## src/fenwick_range_sum_table_core_macros.svh

```systemverilog
// Assertion helpers shared by the RTL. Every check is clocked on the rising
// edge and is switched off while the asynchronous reset is asserted.
`ifndef FENWICK_RANGE_SUM_TABLE_CORE_MACROS_SVH
`define FENWICK_RANGE_SUM_TABLE_CORE_MACROS_SVH

// The consequent must hold in the same cycle as the antecedent.
`define FRS_ASSERT_SAME(label, clk_i, rstn_i, ante, cons, msg) \
	label: assert property (@(posedge clk_i) disable iff (!(rstn_i)) (ante) |-> (cons)) \
		else $error(msg);

// The consequent must hold in the cycle after the antecedent.
`define FRS_ASSERT_NEXT(label, clk_i, rstn_i, ante, cons, msg) \
	label: assert property (@(posedge clk_i) disable iff (!(rstn_i)) (ante) |=> (cons)) \
		else $error(msg);

`endif

```

## src/frs_pkg.sv

```systemverilog
package frs_pkg;

	// Number of tree positions and derived widths.
	localparam int SIZE    = 1024;
	localparam int IDX_W   = 10;
	localparam int K_W     = IDX_W + 2;
	localparam int SUM_W   = 64;
	localparam int DELTA_W = 32;

	// Operation codes carried on the mode field.
	localparam logic OP_ADD   = 1'b0;
	localparam logic OP_QUERY = 1'b1;

	// Controller states, one-hot.
	typedef enum logic [7:0] {
		ST_CLEAR    = 8'b0000_0001,
		ST_IDLE     = 8'b0000_0010,
		ST_DISPATCH = 8'b0000_0100,
		ST_UPD_RD   = 8'b0000_1000,
		ST_UPD_WR   = 8'b0001_0000,
		ST_Q_LAST   = 8'b0010_0000,
		ST_Q_FIRST  = 8'b0100_0000,
		ST_DONE     = 8'b1000_0000
	} state_t;

	// Commands from the controller to the datapath.
	typedef struct packed {
		logic load;
		logic clr_wr;
		logic rd_en;
		logic acc_en;
		logic acc_sub;
		logic wr_en;
		logic step_up;
		logic step_down;
		logic load_second;
		logic out_load;
	} dp_cmd_t;

	// Status from the datapath to the controller.
	typedef struct packed {
		logic k_act;
		logic clr_done;
		logic is_query;
		logic query_bad;
		logic out_free;
	} dp_stat_t;

endpackage

```

## src/frs_ctrl.sv

```systemverilog
module frs_ctrl (
	input  logic             clk,
	input  logic             arst_n,
	input  logic             in_valid,
	output logic             in_ready,
	input  frs_pkg::dp_stat_t stat,
	output frs_pkg::dp_cmd_t  cmd
);
	import frs_pkg::*;

	state_t state_q;
	state_t state_d;

	// Input items are taken only when no other item is in progress.
	assign in_ready = (state_q == ST_IDLE);

	// Next state and command decode.
	always_comb begin
		state_d = state_q;
		cmd     = '0;
		unique case (state_q)
			ST_CLEAR: begin
				cmd.clr_wr = 1'b1;
				if (stat.clr_done) begin
					state_d = ST_IDLE;
				end
			end
			ST_IDLE: begin
				if (in_valid) begin
					cmd.load = 1'b1;
					state_d  = ST_DISPATCH;
				end
			end
			ST_DISPATCH: begin
				if (!stat.is_query) begin
					state_d = ST_UPD_RD;
				end else if (stat.query_bad) begin
					state_d = ST_DONE;
				end else begin
					state_d = ST_Q_LAST;
				end
			end
			ST_UPD_RD: begin
				if (stat.k_act) begin
					cmd.rd_en = 1'b1;
					state_d   = ST_UPD_WR;
				end else begin
					state_d = ST_IDLE;
				end
			end
			ST_UPD_WR: begin
				cmd.wr_en   = 1'b1;
				cmd.step_up = 1'b1;
				state_d     = ST_UPD_RD;
			end
			ST_Q_LAST: begin
				if (stat.k_act) begin
					cmd.rd_en     = 1'b1;
					cmd.acc_en    = 1'b1;
					cmd.step_down = 1'b1;
				end else begin
					cmd.load_second = 1'b1;
					state_d         = ST_Q_FIRST;
				end
			end
			ST_Q_FIRST: begin
				if (stat.k_act) begin
					cmd.rd_en     = 1'b1;
					cmd.acc_en    = 1'b1;
					cmd.acc_sub   = 1'b1;
					cmd.step_down = 1'b1;
				end else begin
					state_d = ST_DONE;
				end
			end
			ST_DONE: begin
				if (stat.out_free) begin
					cmd.out_load = 1'b1;
					state_d      = ST_IDLE;
				end
			end
			default: begin
				state_d = ST_CLEAR;
			end
		endcase
	end

	// State register; reset starts the clearing pass.
	always_ff @(posedge clk or negedge arst_n) begin
		if (!arst_n) begin
			state_q <= ST_CLEAR;
		end else begin
			state_q <= state_d;
		end
	end

endmodule

```

## config.mk

```make
export PLATFORM = sky130hd
export DESIGN_NAME = frs_ctrl
export DESIGN_NICKNAME = d
export VERILOG_FILES = /design/src/fenwick_range_sum_table_core_macros.svh /design/src/frs_pkg.sv /design/src/frs_ctrl.sv
export SDC_FILE = /design/constraint.sdc
export NUM_CORES = 1
export LEC_CHECK = 0
export ABC_AREA = 1
export BUFFER_PORTS_ARGS = -buffer_cell sky130_fd_sc_hd__buf_2
export CORE_MARGIN = 2
export CORE_UTILIZATION = 30
export DETAILED_ROUTE_END_ITERATION = 10
export GPL_TIMING_DRIVEN = 0
export SLEW_MARGIN = 40
export SYNTH_ARGS = -nofsm -noshare
export SYNTH_HDL_FRONTEND = slang
export SYNTH_SLANG_ARGS = --single-unit
```

## constraint.sdc

```tcl
create_clock -name clk -period 1.8 [get_ports clk]
set_clock_uncertainty 0.15 [all_clocks]
set_input_delay 0.45 -clock clk [delete_from_list [all_inputs] [get_ports clk]]
set_output_delay 0.45 -clock clk [all_outputs]
set_load 0.01 [all_outputs]
```

==> results by group <==
Clocking
  – TritonCTS clock tree: yes
  – Max Buffers Root-to-Sink: 2
  – Clock transition at the registers of the reported paths: 0.06 ns
  – Total number of H-tree levels: 1
  – Cell chosen for the clock root: clkbuf_4
  – Clock latency on the worst-skew pair: 0.27 ns
  – Sinks on Clock Net: 8
  – Number of buffers created by CTS: 3

Power
  – Proportion of power drawn by flip-flops and latches: 26.7%
  – Max VDD drop: 440 µV
  – Leakage power total: 0.600 nW
  – Net Sw Frac: 41.4%
  – Cell-internal power: 525 µW
  – Power share of the combinational group: 56.1%
  – Overall power: 896 µW
  – Switching component of the power: 371 µW
  – Proportion of power drawn by the clock network: 17.1%
  – Power Dens Cells: 856 nW/µm²

Worst setup path
  – Critical-path cell with the highest stage delay: dfstp_2
  – Type of the worst setup path: flop to output pin
  – Data arrival time at the worst-slack endpoint: 1.44 ns
  – Peak fanout along the critical path: 4
  – Series of cell instances along the critical path: inv_2 > nand2_4 > nor2_8 > nand3_4 > nand2_4 > nand2_4 > inv_4 > buf_6 > buf_6
  – Top Family by Delay on Critical Path: flip-flops
  – Delay of the slowest cell on the worst path: 0.54 ns
  – Most frequent cell on the critical path: nand2_4
  – Capturing element type of the critical path: output pin
  – Required time of the critical path: 1.20 ns
  – Worst Path Buf+Inv: 4
  – Critical path launch point type: flop

Layout
  – Footprint of the multi-input gates: 405 µm²
  – FF+latch area: 203 µm²
  – Largest registers ranked by flip-flop count: state_q: 8 flops
  – Commonest non-fill, non-tap cells in the layout: 19 x buf_4, 17 x nand2_1, 14 x buf_2
  – Max reg flops: 8
  – Share of final-layout standard cells stronger than drive strength 1: 55.1%
  – Nets: 145
  – Non-filler cells in the finished layout: 163
  – Post-Layout Inst Area: 1050 µm²
  – Register name with the most flops: state_q
  – Post-layout util: 52.8%
  – Filler Cell Count: 196
  – Leading cell type in the layout, fill and taps excluded: buf_4
  – Ant diodes: 0
  – P&R area growth vs syn: 64.8%

Logic synthesis
  – Number of storage elements in the synthesis netlist: 8
  – Most area-consuming cells after synthesis: dfrtp_1 28%, nand2_1 11%, nor2_1 10%, inv_1 9.4%, nand3_1 4.7%
  – Avg Synthesized Cell Area: 6.83 µm²
  – Post-synth top area share: 27.6%
  – Synth Warn #: 0
  – Sequential area share after synthesis: 31.7%
  – Post-synthesis instance area: 636 µm²
  – Synthesized instance count: 93
  – Syn_nets: 101
  – Cell variety after synth: 20
  – Cell accounting for the most synthesized area: dfrtp_1

Timing
  – Worst slack on hold paths: 0.247 ns
  – Final slew viol count: 0
  – Endpoints failing setup: 11
  – Max transition margin: 85.3%
  – Maximum frequency from static timing analysis: 0.490 GHz
  – Post-route setup TNS: -1.98 ns
  – Final critical-path setup slack: -0.239 ns
  – Final period utilization: 113%
  – Final Hold Vio Count: 0
  – Transition time at the pin with the least slew margin: 0.218 ns
  – Post-route minimum period: 2.04 ns
  – Setup repair after global routing missed its margin: yes

Placement
  – Final weighted congestion of routability-driven global placement: 0.810
  – Cell area after placement: 759 µm²
  – Quantity of I/O buffers inserted on ports: 18
  – Placed Instances: 138
  – DP Worst Slack: -0.126 ns
  – Post-detailed-placement half-perimeter wirelength: 1170 µm

GRT
  – Maximum number of pins on one net before global-route repair: 9
  – Antenna violations before repair: 0
  – Number of global-route vias before repair: 643
  – Wire length of the first global-routing pass: 2750 µm
  – Total gr overflow: 0
  – Total routing usage reported by global routing: 15.3%

Floorplanning
  – Die extent in y: 50.0 µm
  – Starting density of the core: 32.1%
  – Top-Level Pins: 19
  – DIE WIDTH: 50.0 µm
  – Placeable Area: 1980 µm²
  – Die Area: 2500 µm²
  – Number of placement rows: 16

Detailed routing
  – Starting DRC count in detailed routing: 19
  – Number of detailed-routing iterations run before antenna repair: 4
  – Count of nets left with antenna violations after detail routing: 0
  – DRC Markers: 0
  – Total length of routed wires: 1720 µm
  – Via density per instance: 4.28
  – Routed WL per cell: 10.6 µm
  – Total via count in the routed design: 698

Run
  – Max-cap violations: 0

Min path
  – Hold Crit Class: input port to flop

Outcome
  – Violations in the final reports: setup timing
  – Outcome: finished with violations
power by group through the flow:
stage | Sequential [mW] | Clock [mW] | Combinational [mW]
2_1_floorplan | 0.237 | 0 | 0.280
3_3_place_gp | 0.238 | 0 | 0.358
3_5_place_dp | 0.241 | 0 | 0.362
4_1_cts | 0.236 | 0.158 | 0.483
5_1_grt | 0.245 | 0.167 | 0.547
6_report | 0.239 | 0.154 | 0.503
cell usage after synthesis:
cell and instances:
dfrtp_1 7, nor3_1 1, nand4_1 1, nor2_2 2, nor2_1 17, nand2_4 2, o21ai_0 3, nand3_1 6
nand3b_1 1, nor2_4 2, inv_1 16, buf_4 2, nand4_2 1, nand2_2 3, inv_2 4, dfstp_2 1
nor2_8 1, nand3_2 3, nand2_1 19, o22ai_1 1
worst paths after layout:
path / startpoint / to / slack (ns) / cells past startpoint
worst max-delay path: state_q[0]$_DFFE_PN1P_ / cmd[6] / -0.24 / 9
worst min-delay path: stat[2] / state_q[3]$_DFFE_PN0P_ / 0.25 / 2
worst max register to register: state_q[0]$_DFFE_PN1P_ / state_q[0]$_DFFE_PN1P_ / 0.19 / 11
worst min register to register: state_q[6]$_DFFE_PN0P_ / state_q[2]$_DFFE_PN0P_ / 0.53 / 3
max in group asynchronous: arst_n / state_q[0]$_DFFE_PN1P_ / 0.83 / 2
min in group asynchronous: arst_n / state_q[6]$_DFFE_PN0P_ / 0.42 / 2
routing by layer:
metal | part of all wire [%] | vias to the layer above | global-route usage [%]
li1 | - | 367 | -
met1 | 40 | 301 | 19.3
met2 | 50 | 24 | 24.3
met3 | 6.5 | 6 | 2.12
met4 | 3.0 | 0 | 9.72
met5 | 0 | - | 0
timing repair:
item,in CTS,in global routing
gates resized for setup,22,6
pin swaps,6,6
hold buffers,1,0
buffers inserted,14,6
endpoints found under the hold margin,7,0
endpoints found under the setup margin,11,11
cell type report:
| class | count | share of cell area [%] |
|---|---|---|
| plain buffers | 2 | 1.79 |
| clock buffers | 4 | 2.51 |
| inverters | 20 | 7.41 |
| multi-input cells | 63 | 38.7 |
| flip-flops and latches | 8 | 19.4 |
| well taps | 27 | 3.23 |
| repair buffers | 39 | 27.0 |
logic make-up (layout without fill, tap and decap cells):
family	after synthesis	in the layout	synth area share, %
DFF	8	8	31.7
buffers and inverters	22	65	14.2
and+or+nand+nor	59	59	50.8
AOI/OAI and AO/OA	4	4	3.35
(Power assumes the default switching activity.)
